--- config.mk ---
export PLATFORM = sky130hd
export DESIGN_NAME = rtc_bcd_to_seconds_sync_filter
export DESIGN_NICKNAME = d
export VERILOG_FILES = /design/src/rbts_pkg.sv /design/src/rtc_bcd_to_seconds_sync_filter.sv
export VERILOG_INCLUDE_DIRS = /design/src /design/src/src
export SDC_FILE = /design/constraint.sdc
export NUM_CORES = 1
export LEC_CHECK = 0
export BUFFER_PORTS_ARGS = -buffer_cell sky130_fd_sc_hd__buf_2
export CORE_MARGIN = 5
export CORE_UTILIZATION = 65
export DETAILED_ROUTE_END_ITERATION = 8
export GPL_ROUTABILITY_DRIVEN = 0
export GPL_TIMING_DRIVEN = 0
export HOLD_SLACK_MARGIN = 0.15
export PLACE_DENSITY = 0.88
export SLEW_MARGIN = 20
export SYNTH_ARGS = -nofsm -noshare
export SYNTH_HDL_FRONTEND = slang
export SYNTH_SLANG_ARGS = --single-unit
--- constraint.sdc ---
create_clock -name clk -period 16.5 [get_ports clk]
set_clock_uncertainty 0.2 [all_clocks]
set_input_delay 1.65 -clock clk [delete_from_list [all_inputs] [get_ports clk]]
set_output_delay 1.65 -clock clk [all_outputs]
set_load 0.01 [all_outputs]
--- src/rtc_bcd_to_seconds_sync_filter_assert.svh ---
// Assertion macros used by the RTL file; clock is clk, reset is arst_n.
`ifndef RTC_BCD_TO_SECONDS_SYNC_FILTER_ASSERT_SVH
`define RTC_BCD_TO_SECONDS_SYNC_FILTER_ASSERT_SVH

// Same-cycle implication.
`define RBTS_ASSERT_NOW(label, ante, cons, msg) \
	label: assert property (@(posedge clk) disable iff (!arst_n) (ante) |-> (cons)) \
		else $error(msg);

// Next-cycle implication.
`define RBTS_ASSERT_NEXT(label, ante, cons, msg) \
	label: assert property (@(posedge clk) disable iff (!arst_n) (ante) |=> (cons)) \
		else $error(msg);

`endif

--- src/rbts_pkg.sv ---
`default_nettype none

package rbts_pkg;

	// Result verdict codes
	typedef logic [1:0] verdict_t;
	localparam verdict_t VERDICT_ACCEPT   = 2'd0;
	localparam verdict_t VERDICT_BACKWARD = 2'd1;
	localparam verdict_t VERDICT_FORWARD  = 2'd2;

	// Configuration register indexes
	typedef logic [0:0] reg_index_t;
	localparam reg_index_t REG_ACCEPT_WINDOW = 1'b0;
	localparam reg_index_t REG_ERROR_LIMIT   = 1'b1;

	localparam logic [7:0] ACCEPT_WINDOW_RESET = 8'd3;
	localparam logic [7:0] ERROR_LIMIT_RESET   = 8'd10;

	// Multiply-accumulate steps of the conversion sequencer
	typedef logic [2:0] mac_step_t;
	localparam mac_step_t STEP_DAYS     = 3'd0;
	localparam mac_step_t STEP_DAY_SECS = 3'd1;
	localparam mac_step_t STEP_HOURS    = 3'd2;
	localparam mac_step_t STEP_MINUTES  = 3'd3;
	localparam mac_step_t STEP_SECONDS  = 3'd4;

	// Multiplier constants
	localparam logic [16:0] DAYS_PER_YEAR = 17'd365;
	localparam logic [16:0] SECS_PER_DAY  = 17'd86400;
	localparam logic [16:0] SECS_PER_HOUR = 17'd3600;
	localparam logic [16:0] SECS_PER_MIN  = 17'd60;
	localparam logic [16:0] SECS_UNIT     = 17'd1;

	// Drop bit 7, then low nibble plus ten times the upper three bits (0..85)
	function automatic logic [6:0] decode_bcd(input logic [7:0] raw);
		logic [6:0] tens;
		tens = {4'd0, raw[6:4]};
		return 7'({3'd0, raw[3:0]} + 7'(tens * 7'd10));
	endfunction

	// Days before the first of the month; months outside 1..12 add nothing
	function automatic logic [8:0] month_offset(input logic [6:0] month);
		logic [8:0] off;
		case (month)
			7'd2:    off = 9'd31;
			7'd3:    off = 9'd59;
			7'd4:    off = 9'd90;
			7'd5:    off = 9'd120;
			7'd6:    off = 9'd151;
			7'd7:    off = 9'd181;
			7'd8:    off = 9'd212;
			7'd9:    off = 9'd243;
			7'd10:   off = 9'd273;
			7'd11:   off = 9'd304;
			7'd12:   off = 9'd334;
			default: off = 9'd0;
		endcase
		return off;
	endfunction

endpackage

`default_nettype wire

--- src/rtc_bcd_to_seconds_sync_filter.sv ---
`default_nettype none

// RTC reading to seconds since 2000 with a plausibility filter. One input word
// carries six raw BCD bytes; one output word follows per input word. The
// conversion runs on a single 32x17 multiply-accumulate unit stepped five
// times (year days, day seconds, hours, minutes, seconds), then one filter
// step, and the next item is taken only once that filter step has completed;
// s_axis_tready is high only while the sequencer is idle. A finished word
// waits in the output register, and the filter cycle holds until that register
// is free. accept_window and error_limit are written through wr_en/wr_index/
// wr_data and should only change while the block is idle.
module rtc_bcd_to_seconds_sync_filter (
	input  wire logic        clk,
	input  wire logic        arst_n,
	// configuration write port
	input  wire logic        wr_en,
	input  wire logic [0:0]  wr_index,
	input  wire logic [7:0]  wr_data,
	// input stream
	input  wire logic        s_axis_tvalid,
	output logic             s_axis_tready,
	// tdata: seconds_bcd, minutes_bcd, hours_bcd, date_bcd, month_bcd, year_bcd
	input  wire logic [47:0] s_axis_tdata,
	// output stream
	output logic             m_axis_tvalid,
	input  wire logic        m_axis_tready,
	// tdata: reading_seconds, held_seconds
	output logic [63:0]      m_axis_tdata,
	// tuser: verdict[1:0], resynced
	output logic [2:0]       m_axis_tuser
);

	localparam logic [1:0] S_IDLE = 2'd0;
	localparam logic [1:0] S_MAC  = 2'd1;
	localparam logic [1:0] S_FILT = 2'd2;

	logic [1:0]             state_q;
	rbts_pkg::mac_step_t    step_q;
	logic [6:0]             sec_q, min_q, hour_q, date_q, month_q, year_q;
	logic [31:0]            acc_q;
	logic [7:0]             window_q, limit_q;
	logic [31:0]            ref_q, held_q;
	logic [7:0]             bwd_run_q, fwd_run_q;
	logic                   out_valid_q;
	logic [31:0]            out_reading_q, out_held_q;
	rbts_pkg::verdict_t     out_verdict_q;
	logic                   out_resync_q;

	logic        in_fire, filt_go;
	logic [31:0] mac_a, mac_c, days_extra, mac_sum;
	logic [16:0] mac_b;
	logic [31:0] mac_prod;
	logic        leap_fix;

	assign in_fire       = s_axis_tvalid && s_axis_tready;
	assign s_axis_tready = (state_q == S_IDLE);
	assign filt_go       = (state_q == S_FILT) && (!out_valid_q || m_axis_tready);

	// Write configuration registers
	always_ff @(posedge clk or negedge arst_n) begin
		if (!arst_n) begin
			window_q <= rbts_pkg::ACCEPT_WINDOW_RESET;
			limit_q  <= rbts_pkg::ERROR_LIMIT_RESET;
		end else if (wr_en) begin
			case (wr_index)
				rbts_pkg::REG_ACCEPT_WINDOW: window_q <= wr_data;
				rbts_pkg::REG_ERROR_LIMIT:   limit_q  <= wr_data;
				default: ;
			endcase
		end
	end

	// Narrow day terms: leap quarter, date, month offset, leap-day correction
	assign leap_fix   = (year_q[1:0] == 2'd0) && (month_q < 7'd3);
	assign days_extra = 32'(year_q[6:2]) + 32'(date_q)
		+ 32'(rbts_pkg::month_offset(month_q)) - 32'(leap_fix);

	// Select operands for the shared multiply-accumulate unit
	always_comb begin
		case (step_q)
			rbts_pkg::STEP_DAYS: begin
				mac_a = 32'(year_q);
				mac_b = rbts_pkg::DAYS_PER_YEAR;
				mac_c = days_extra;
			end
			rbts_pkg::STEP_DAY_SECS: begin
				mac_a = acc_q;
				mac_b = rbts_pkg::SECS_PER_DAY;
				mac_c = 32'd0;
			end
			rbts_pkg::STEP_HOURS: begin
				mac_a = 32'(hour_q);
				mac_b = rbts_pkg::SECS_PER_HOUR;
				mac_c = acc_q;
			end
			rbts_pkg::STEP_MINUTES: begin
				mac_a = 32'(min_q);
				mac_b = rbts_pkg::SECS_PER_MIN;
				mac_c = acc_q;
			end
			rbts_pkg::STEP_SECONDS: begin
				mac_a = 32'(sec_q);
				mac_b = rbts_pkg::SECS_UNIT;
				mac_c = acc_q;
			end
			default: begin
				mac_a = 32'd0;
				mac_b = 17'd0;
				mac_c = 32'd0;
			end
		endcase
	end

	// Keep the low 32 bits of the product; the count wraps mod 2^32
	assign mac_prod = mac_a * {15'd0, mac_b};
	assign mac_sum  = mac_prod + mac_c;

	// Filter decision on the finished count
	logic        is_backward, in_window;
	logic [31:0] step_diff;
	logic [7:0]  bwd_next, fwd_next;
	logic [31:0] ref_next, held_next;
	logic        resync;
	rbts_pkg::verdict_t verdict;

	assign step_diff   = acc_q - ref_q;
	assign is_backward = acc_q < ref_q;
	assign in_window   = step_diff <= {24'd0, window_q};

	always_comb begin
		ref_next  = ref_q;
		held_next = held_q;
		resync    = 1'b0;
		if (is_backward) begin
			bwd_next = bwd_run_q + 8'd1;
			fwd_next = 8'd0;
			verdict  = rbts_pkg::VERDICT_BACKWARD;
		end else if (in_window) begin
			bwd_next  = 8'd0;
			fwd_next  = 8'd0;
			ref_next  = acc_q;
			held_next = acc_q;
			verdict   = rbts_pkg::VERDICT_ACCEPT;
		end else begin
			bwd_next = 8'd0;
			fwd_next = fwd_run_q + 8'd1;
			verdict  = rbts_pkg::VERDICT_FORWARD;
		end
		// Resynchronize the reference once a run reaches the limit
		if (verdict != rbts_pkg::VERDICT_ACCEPT && (bwd_next >= limit_q || fwd_next >= limit_q))
		begin
			ref_next = acc_q;
			bwd_next = 8'd0;
			fwd_next = 8'd0;
			resync   = 1'b1;
		end
	end

	// Sequencer and filter state
	always_ff @(posedge clk or negedge arst_n) begin
		if (!arst_n) begin
			state_q   <= S_IDLE;
			step_q    <= rbts_pkg::STEP_DAYS;
			ref_q     <= 32'd0;
			held_q    <= 32'd0;
			bwd_run_q <= 8'd0;
			fwd_run_q <= 8'd0;
		end else begin
			case (state_q)
				S_IDLE: begin
					if (in_fire) begin
						state_q <= S_MAC;
						step_q  <= rbts_pkg::STEP_DAYS;
					end
				end
				S_MAC: begin
					if (step_q == rbts_pkg::STEP_SECONDS) begin
						state_q <= S_FILT;
					end else begin
						step_q <= step_q + 3'd1;
					end
				end
				S_FILT: begin
					if (filt_go) begin
						state_q   <= S_IDLE;
						ref_q     <= ref_next;
						held_q    <= held_next;
						bwd_run_q <= bwd_next;
						fwd_run_q <= fwd_next;
					end
				end
				default: state_q <= S_IDLE;
			endcase
		end
	end

	// Decode fields on accept; accumulate during the MAC steps
	always_ff @(posedge clk) begin
		if (in_fire) begin
			sec_q   <= rbts_pkg::decode_bcd(s_axis_tdata[7:0]);
			min_q   <= rbts_pkg::decode_bcd(s_axis_tdata[15:8]);
			hour_q  <= rbts_pkg::decode_bcd(s_axis_tdata[23:16]);
			date_q  <= rbts_pkg::decode_bcd(s_axis_tdata[31:24]);
			month_q <= rbts_pkg::decode_bcd(s_axis_tdata[39:32]);
			year_q  <= rbts_pkg::decode_bcd(s_axis_tdata[47:40]);
		end
		if (state_q == S_MAC) begin
			acc_q <= mac_sum;
		end
	end

	// Output register: load on filter step, drop on handshake
	always_ff @(posedge clk or negedge arst_n) begin
		if (!arst_n) begin
			out_valid_q <= 1'b0;
		end else if (filt_go) begin
			out_valid_q <= 1'b1;
		end else if (m_axis_tready) begin
			out_valid_q <= 1'b0;
		end
	end

	always_ff @(posedge clk) begin
		if (filt_go) begin
			out_reading_q <= acc_q;
			out_held_q    <= held_next;
			out_verdict_q <= verdict;
			out_resync_q  <= resync;
		end
	end

	assign m_axis_tvalid = out_valid_q;
	assign m_axis_tdata  = {out_held_q, out_reading_q};
	assign m_axis_tuser  = {out_resync_q, out_verdict_q};

	`include "rtc_bcd_to_seconds_sync_filter_assert.svh"

	`RBTS_ASSERT_NEXT(a_accept_starts_mac, in_fire,
		state_q == S_MAC && step_q == rbts_pkg::STEP_DAYS, "accept did not start conversion")
	`RBTS_ASSERT_NOW(a_one_run_active, 1'b1,
		bwd_run_q == 8'd0 || fwd_run_q == 8'd0, "both error runs nonzero")
	`RBTS_ASSERT_NOW(a_accept_holds_reading,
		out_valid_q && out_verdict_q == rbts_pkg::VERDICT_ACCEPT,
		out_held_q == out_reading_q && !out_resync_q, "accepted word not held")
	`RBTS_ASSERT_NEXT(a_filter_waits, state_q == S_FILT && out_valid_q && !m_axis_tready,
		state_q == S_FILT, "filter step overwrote pending word")

endmodule

`default_nettype wire
# Yosys cells after proc, flatten, opt, wreduce, memory -nomap -nowiden
# Memory sizes are Yosys's and may differ from the RTL's. A register that Yosys moved wholly into a read port is not among the register bits.
# Index checks and enable logic that the tools add are counted.
# op_classes
n_addsub	14
n_mul	7
magnitude_cmp	5
n_eq_ne	11
mux	27
n_bitwise	1
n_reduce_logical	22
# op_table
cell	n
$mux W32	5
$pmux W32 S5	1
$pmux W17 S5	1
$pmux W32 S2	1
$add A4 B7 Y7	6
$mux W8	5
$mul A3 B3 Y6 const B	6
$add A32 B32 Y32	1
$le A32 B8 Y1	1
$lt A32 B32 Y1	1
$mul A32 B17 Y32	1
$sub A32 B32 Y32	1
$add A8 B1 Y8 const B	2
$ge A8 B8 Y1	2
$sub A10 B1 Y11	1
$add A8 B9 Y10	1
$mux W2	5
$mux W9	1
$add A5 B7 Y8	1
$reduce_bool A2 Y1	4
$lt A7 B2 Y1 const B	1
$eq A3 B2 Y1 const B	2
$logic_not A3 Y1	2
$mux W3	2
20 further kinds	33
# totals
ff_bits	243
romBits	144
elab_cells	108
mem_count	1
# mem_list
name	depth	width	read_ports	rd_clocked_by_memory_dff	write_ports	line_no	text
(name not given)	16	9	1	1	0	rbts_pkg.sv:44	case (month)

# Depth between registers and ports, before layout
# Gate-level depths: netlist of run 1.
# logic_depth
word_depth	9
mapped_depth	39
depth_no_buf	39

# Worst setup path before layout of run 1
# Ideal clock, no wire load.
# synth_timing
kind	register to register
startpoint	register month_q[4]
endpoint	register acc_q[30], data pin
setup_time_ns	0.265
t_arrival_ns	8.161
required_ns	16.035
slack_ns	7.874
path_stages_with_launch	40
n_path_buf	0
path_cell_list	edfxtp_1 > nor3_1 > nand2_1 > a21oi_1 > ha_1 > fa_1 > inv_1 > ha_1 > inv_1 > fa_1 > nor2b_1 > o21ai_0 > nand2b_1 > a21o_1 > a21o_1 > a21o_1 > a21oi_1 > xnor2_1 > [4 not listed] > fa_1 > inv_1 > fa_1 > fa_1 > inv_1 > fa_1 > inv_1 > ha_1 > o2111ai_1 > nand4_1 > a31o_2 > a211oi_1 > o221ai_1 > a221o_1 > a21oi_1 > o21bai_1 > nor4b_1 > or3_1
# synth_between
elab_chain_len	6
elab_cells_between_ends	8
# synth_rtl
item	line_no	text
from (decl)	rtc_bcd_to_seconds_sync_filter.sv:39	logic [6:0] sec_q, min_q, hour_q, date_q, month_q, year_q;
from (signal assigned)	rtc_bcd_to_seconds_sync_filter.sv:204	month_q <= rbts_pkg::decode_bcd(s_axis_tdata[39:32]);
$logic_not A3 Y1	rbts_pkg.sv:44	
$mux W9	rbts_pkg.sv:44	
$add A8 B9 Y10	rtc_bcd_to_seconds_sync_filter.sv:76	+ 32'(rbts_pkg::month_offset(month_q)) - 32'(leap_fix);
$sub A10 B1 Y11 (*)	rtc_bcd_to_seconds_sync_filter.sv:76	
$pmux W32 S2 (*)	rtc_bcd_to_seconds_sync_filter.sv:80	case (step_q)
$add A32 B32 Y32 (*)	rtc_bcd_to_seconds_sync_filter.sv:116	assign mac_sum = mac_prod + mac_c;
net mac_sum[30]	rtc_bcd_to_seconds_sync_filter.sv:50	logic [31:0] mac_a, mac_c, days_extra, mac_sum;
to (signal assigned)	rtc_bcd_to_seconds_sync_filter.sv:208	acc_q <= mac_sum;
to (decl)	rtc_bcd_to_seconds_sync_filter.sv:40	logic [31:0] acc_q;
# Mark *: on every way through the listed nets, which the timed path passes. The rest lies on a longest branch.
# A chain may end at the register's enable or synchronous reset.

# Worst setup path after layout of run 1
# Same ends and word-level chain as after synthesis.

==> results of run 1 <==
==> cell type report <==
type	instances	share of cell area
Multi-Input combinational cell	1632	0.586
Sequential cell	252	0.252
Inverter	476	0.0645
Clock buffer	32	0.0269
Timing Repair Buffer	127	0.0253
Tap cell	518	0.0234
Buffer	71	0.0113
Clock inverter	22	0.0110
==> metal layers <==
metal | routed length (µm) | GRT usage
met5 | 0 | 0
met4 | 4500 | 0.165
met3 | 7910 | 0.0946
met2 | 32100 | 0.520
met1 | 23300 | 0.376
==> sequential cells by signal (all words and copies together), names as in the netlist, 3 cells and up, named ones only <==
name	cells
held_q	32
acc_q	32
month_q	7
out_held_q	32
window_q	8
sec_q	7
hour_q	7
year_q	7
step_q	3
fwd_run_q	8
min_q	7
bwd_run_q	8
date_q	7
ref_q	32
limit_q	8
out_reading_q	32
==> cells by family (layout without fill, tap and decap cells) <==
group / after synthesis / after routing / share of synthesized area
fa+ha+maj: 556 / 556 / 0.363
buf+inv: 547 / 728 / 0.0828
simple gates: 511 / 511 / 0.0989
compound gates: 337 / 337 / 0.0857
flops: 252 / 252 / 0.276
mux: 122 / 122 / 0.0571
xor+xnor: 106 / 106 / 0.0367
==> worst min path at each step <==
stage | startpoint | end | slack (ns) | cells after the start
final | ref_q[14]$_DFFE_PN0P_ | ref_q[14]$_DFFE_PN0P_ | 0.29 | 1
after global routing | ref_q[16]$_DFFE_PN0P_ | ref_q[16]$_DFFE_PN0P_ | 0.29 | 1
after detailed placement | ref_q[21]$_DFFE_PN0P_ | ref_q[21]$_DFFE_PN0P_ | 0.28 | 1
after floorplan | acc_q[15]$_DFFE_PP_ | out_reading_q[15]$_DFFE_PP_ | 0.25 | 0
after global placement | ref_q[3]$_DFFE_PN0P_ | ref_q[3]$_DFFE_PN0P_ | 0.27 | 1
after CTS | ref_q[13]$_DFFE_PN0P_ | ref_q[13]$_DFFE_PN0P_ | 0.29 | 1
==> worst max-delay path: cells and delay by family (launching register included) <==
kind            cells  cell delay (ns)
compound gates     14             3.62
fa+ha+maj           9             3.51
simple gates        6             1.50
buf+inv             4             0.66
flops               1             0.37
xor+xnor            1             0.16
==> metrics by stage <==
| stage | setup WS, ns | area (µm²) |
|---|---|---|
| 6_report | 6.21 | 27700 |
| 3_3_place_gp | 6.37 | 26600 |
| 2_1_floorplan | 7.87 | 25300 |
| 5_1_grt | 5.57 | 27700 |
| 4_1_cts | 6.10 | 27700 |
| 3_5_place_dp | 6.23 | 26700 |
==> cell usage in the layout (no fill, tap or decap), drive strengths merged, types with 21 or more instances in the layout <==
| cell type | netlist | final |
|---|---|---|
| fa | 298 | 298 |
| buf | 11 | 138 |
| nand2 | 177 | 177 |
| inv | 476 | 482 |
| o21ai | 77 | 77 |
| and3 | 60 | 60 |
| xnor2 | 86 | 86 |
| a21oi | 94 | 94 |
| and2 | 45 | 45 |
| o21a | 24 | 24 |
| mux2 | 108 | 108 |
| ha | 258 | 258 |
| edfxtp | 141 | 141 |
| a21o | 42 | 42 |
| nor2 | 102 | 102 |
| nor2b | 24 | 24 |
| nand2b | 21 | 21 |
| nand3 | 23 | 23 |
| clkbuf | 60 | 92 |
| dfrtp | 98 | 98 |
==> results.cfg, run 1 <==
[finish]
fillerInstances = 2446
register_area_um2 = 6970
diodes = 0
nets = 3207
drive_above_1_share = 0.102
multi_input_area_um2 = 16200
final_cells = 3130
postLayoutCoreUtil = 0.719
syn2layout_area_growth_pct = 9.53

[sta]
worst_pin_slew_ns = 1.15
whs_ns = 0.287
rsz0062_at_grt = no
period_share = 0.623
fin_tns_setup_ns = 0
relSlewSlack = 0.233
max_freq_mhz = 97.2
finalSetupViolCount = 0
hold_viol_final = 0
slew_viol_final = 0
period_needed_ns = 10.29

[die]
io_pins = 131
core_area_um2 = 38600
fp-row-count = 72
die_w_um = 207
initial_utilization = 0.656
dieArea_um2 = 43000
die_h_um = 207

[status]
violations = design-rule violations
status = finished with violations

[cts]
htree_levels = 1
cts.hold.buffers_added = 0
clk_latency_ns = 0.59
post_cts_resized = 0
cts_setup_buffers = 0
cts_root_buf = clkbuf_16
cts.clk_slew.worst_paths_ns = 0.07
clkSinkCount = 252
cts_tree = built
cts_buffer_depth = 3
cts_buffers = 29

[drt]
post-route-drc-count = 31
drtIter0Drc = 2110
vias = 19300
wl_um = 67800
drtPass1Iterations = 9
vias_per_cell = 6.18
ant_nets = 0
wl_per_cell_um = 21.7

[setup_path]
cpPeakStageDelay_ns = 0.56
crit_path_frequent_cell = fa_1
rr_endpoint = acc_q[30]$_DFFE_PP_
r2r_start = month_q[4]$_DFFE_PP_
r2r_cells = 34
critPathLaunchType = flop
path_class = reg2reg
cp_data_required_time_ns = 16.63
critPathArrivalTime_ns = 10.42
critical_path.startpoint = month_q[4]$_DFFE_PP_
setup.worst_path.end = acc_q[30]$_DFFE_PP_
r2r_slack_ns = 6.21
cp-end-kind = flop
critPathMaxFanout = 10
slowest_stage = nor3_2

[synth]
syn_avg_cell_area_um2 = 10.4
synth-seq-cells = 252
synth_cell_types = 75
synth-main-ff-cell = edfxtp_1
yosysMostFrequentCell = inv_1
synth_edf_count = 141
netlist_area_um2 = 25300
syn-num-nets = 3049
synth_seq_area_share = 0.276
yosys_warnings = 0
synth_cells = 2431
synth_area_leaders = fa_1 (24%), edfxtp_1 (17%), ha_1 (13%), dfrtp_1 (9.7%), inv_1 (7.1%)
ys_async_sr_fraction = 0.405
yosys.area.top_type = fa_1
synth_top_area_share = 0.236
netlist_top_cells_count = inv_1 (476), fa_1 (298), ha_1 (258)

[min_path]
min_path_type = reg2reg

[global_routing]
gr-total-overflow = 0
grt_pass1_vias = 20900
grt_first_pass_wirelength_um = 110000
track_usage = 0.316
grt_start_max_net_pins = 81
antenna_found_initial = 0

[place]
dp.cells = 3076
dp_hpwl_um = 52300
io_buffers = 124

[run]
max-cap-violations = 0
Power of run 1 is left out: the tool's default activity adds up to more than one toggle a clock period on the data nets, which glitch-free logic cannot reach.
==> run 2: changes to the inputs <==
Settings changed: CORE_UTILIZATION 65 to 58, PLACE_DENSITY 0.88 to 0.83.
Clock period 16.5 ns to 9.4 ns, I/O delays scaled along.
==> run 2 against run 1 <==
  * The run still ends with design-rule violations left
  * Hold slack got worse by 0.0054 ns
  * Global-route usage fell by 4.4 points
  * Non-clock buffer count rose by 9
  * Final cell count rose by 2.4%
  * Sequential cell count did not move
  * Die area rose by 11%
  * Setup slack got worse by 5.9 ns
  * Core utilization fell by 7.3 points
  * Register-to-register slack got worse by 5.9 ns
  * Critical path depth did not move
  * Critical endpoint is now acc_q[31]$_DFFE_PP_
==> results.cfg, run 2 (same netlist as run 1, synthesis figures left out) <==
[setup_path]
path_class = reg2reg
setup.worst_path.end = acc_q[31]$_DFFE_PP_
critical_path.startpoint = month_q[5]$_DFFE_PP_
cp_data_required_time_ns = 9.51
cpPeakStageDelay_ns = 0.55
slowest_stage = fa_1
rr_endpoint = acc_q[31]$_DFFE_PP_
critPathArrivalTime_ns = 9.23
cp-end-kind = flop
r2r_cells = 34
critPathMaxFanout = 10
r2r_slack_ns = 0.28
critPathLaunchType = flop
r2r_start = month_q[5]$_DFFE_PP_

[cts]
cts_tree = built
clk_latency_ns = 0.58
clkSinkCount = 252
htree_levels = 1
cts_buffer_depth = 3
cts_root_buf = clkbuf_16
cts_buffers = 28
cts.clk_slew.worst_paths_ns = 0.06

[die]
die_h_um = 219
die_w_um = 219
initial_utilization = 0.587
fp-row-count = 76
core_area_um2 = 43100
dieArea_um2 = 47900
io_pins = 131

[place]
dp_hpwl_um = 51300
io_buffers = 124
dp.cells = 3144

[sta]
worst_pin_slew_ns = 1.21
period_needed_ns = 9.12
max_freq_mhz = 110
period_share = 0.970
hold_viol_final = 0
finalSetupViolCount = 0
relSlewSlack = 0.196
slew_viol_final = 0

[finish]
layout_commonest_cell = inv_1
syn2layout_area_growth_pct = 9.94
final_cell_mix = inv_1 (475), fa_1 (297), ha_1 (257)
final_cells = 3204
diodes = 0
nets = 3215
drive_above_1_share = 0.110

[min_path]
min_path_type = reg2reg

[status]
status = finished with violations
violations = design-rule violations

[global_routing]
gr-total-overflow = 0
grt_first_pass_wirelength_um = 104000
track_usage = 0.272
grt_pass1_vias = 20100
antenna_found_initial = 2
grt_start_max_net_pins = 75

[drt]
ant_nets = 0
wl_um = 64500
post-route-drc-count = 3
drtIter0Drc = 1752
drtPass1Iterations = 9
vias_per_cell = 5.86
wl_per_cell_um = 20.1
vias = 18800

[run]
max-cap-violations = 0
[run 2: routing by layer]
| layer | GRT usage | vias up | share of wire |
|---|---|---|---|
| li1 | - | 8316 | - |
| met5 | 0 | - | 0.00020 |
| met4 | 0.119 | 2 | 0.055 |
| met1 | 0.337 | 9173 | 0.37 |
| met3 | 0.0675 | 293 | 0.10 |
| met2 | 0.455 | 984 | 0.47 |
[run 2: worst min-delay path by stage]
stage                           from                           to  slack, ns  cells past startpoint
6_report       ref_q[15]$_DFFE_PN0P_        ref_q[15]$_DFFE_PN0P_       0.28                      1
5_1_grt        ref_q[19]$_DFFE_PN0P_        ref_q[19]$_DFFE_PN0P_       0.29                      1
4_1_cts        ref_q[18]$_DFFE_PN0P_        ref_q[18]$_DFFE_PN0P_       0.29                      1
3_5_place_dp   ref_q[18]$_DFFE_PN0P_        ref_q[18]$_DFFE_PN0P_       0.27                      1
3_3_place_gp   ref_q[16]$_DFFE_PN0P_        ref_q[16]$_DFFE_PN0P_       0.27                      1
2_1_floorplan    acc_q[15]$_DFFE_PP_  out_reading_q[15]$_DFFE_PP_       0.25                      0
[run 2: metrics by stage]
stage                     worst slack (ns)   util  area, µm²  hold WS (ns)  TNS [ns]
final                                0.282  0.646      27800         0.282         0
after global routing                -0.164  0.646      27800         0.292    -0.190
after CTS                          0.00345  0.643      27700         0.287         0
after detailed placement            -0.773  0.622      26800         0.275     -2.99
after global placement              -0.574  0.619      26700         0.267     -1.81
after floorplan                      0.774      -      25300         0.255         0
[run 2: area by class of cell]
cell class	instances	area (µm²)
Tap cell	585	732
Sequential cell	252	6970
Timing Repair Buffer	136	792
Buffer	71	323
Clock inverter	16	121
Inverter	476	1790
Multi-Input combinational cell	1632	16300
Clock buffer	36	751
Fill cell	3159	15300
[run 2: worst max-delay path, delay by kind of cell (launching register included)]
family | cells | cell delay, ns
flip-flops | 1 | 0.41
adder cells (fa/ha/maj) | 8 | 3.52
AND/OR/NAND/NOR | 4 | 0.74
buffers and inverters | 5 | 0.66
AO/OA/AOI/OAI | 15 | 3.02
XOR/XNOR | 2 | 0.31
[run 2: what timing repair did]
| item | CTS | global route |
|---|---|---|
| setup buffers | 2 | 5 |
| gates resized for setup | 9 | 24 |
| pin swaps | 1 | 14 |
| endpoints found under the hold margin | 27 | 0 |
| hold buffers | 1 | 0 |
| endpoints found under the setup margin | 6 | 6 |
Power of run 2 is left out for the same reason.
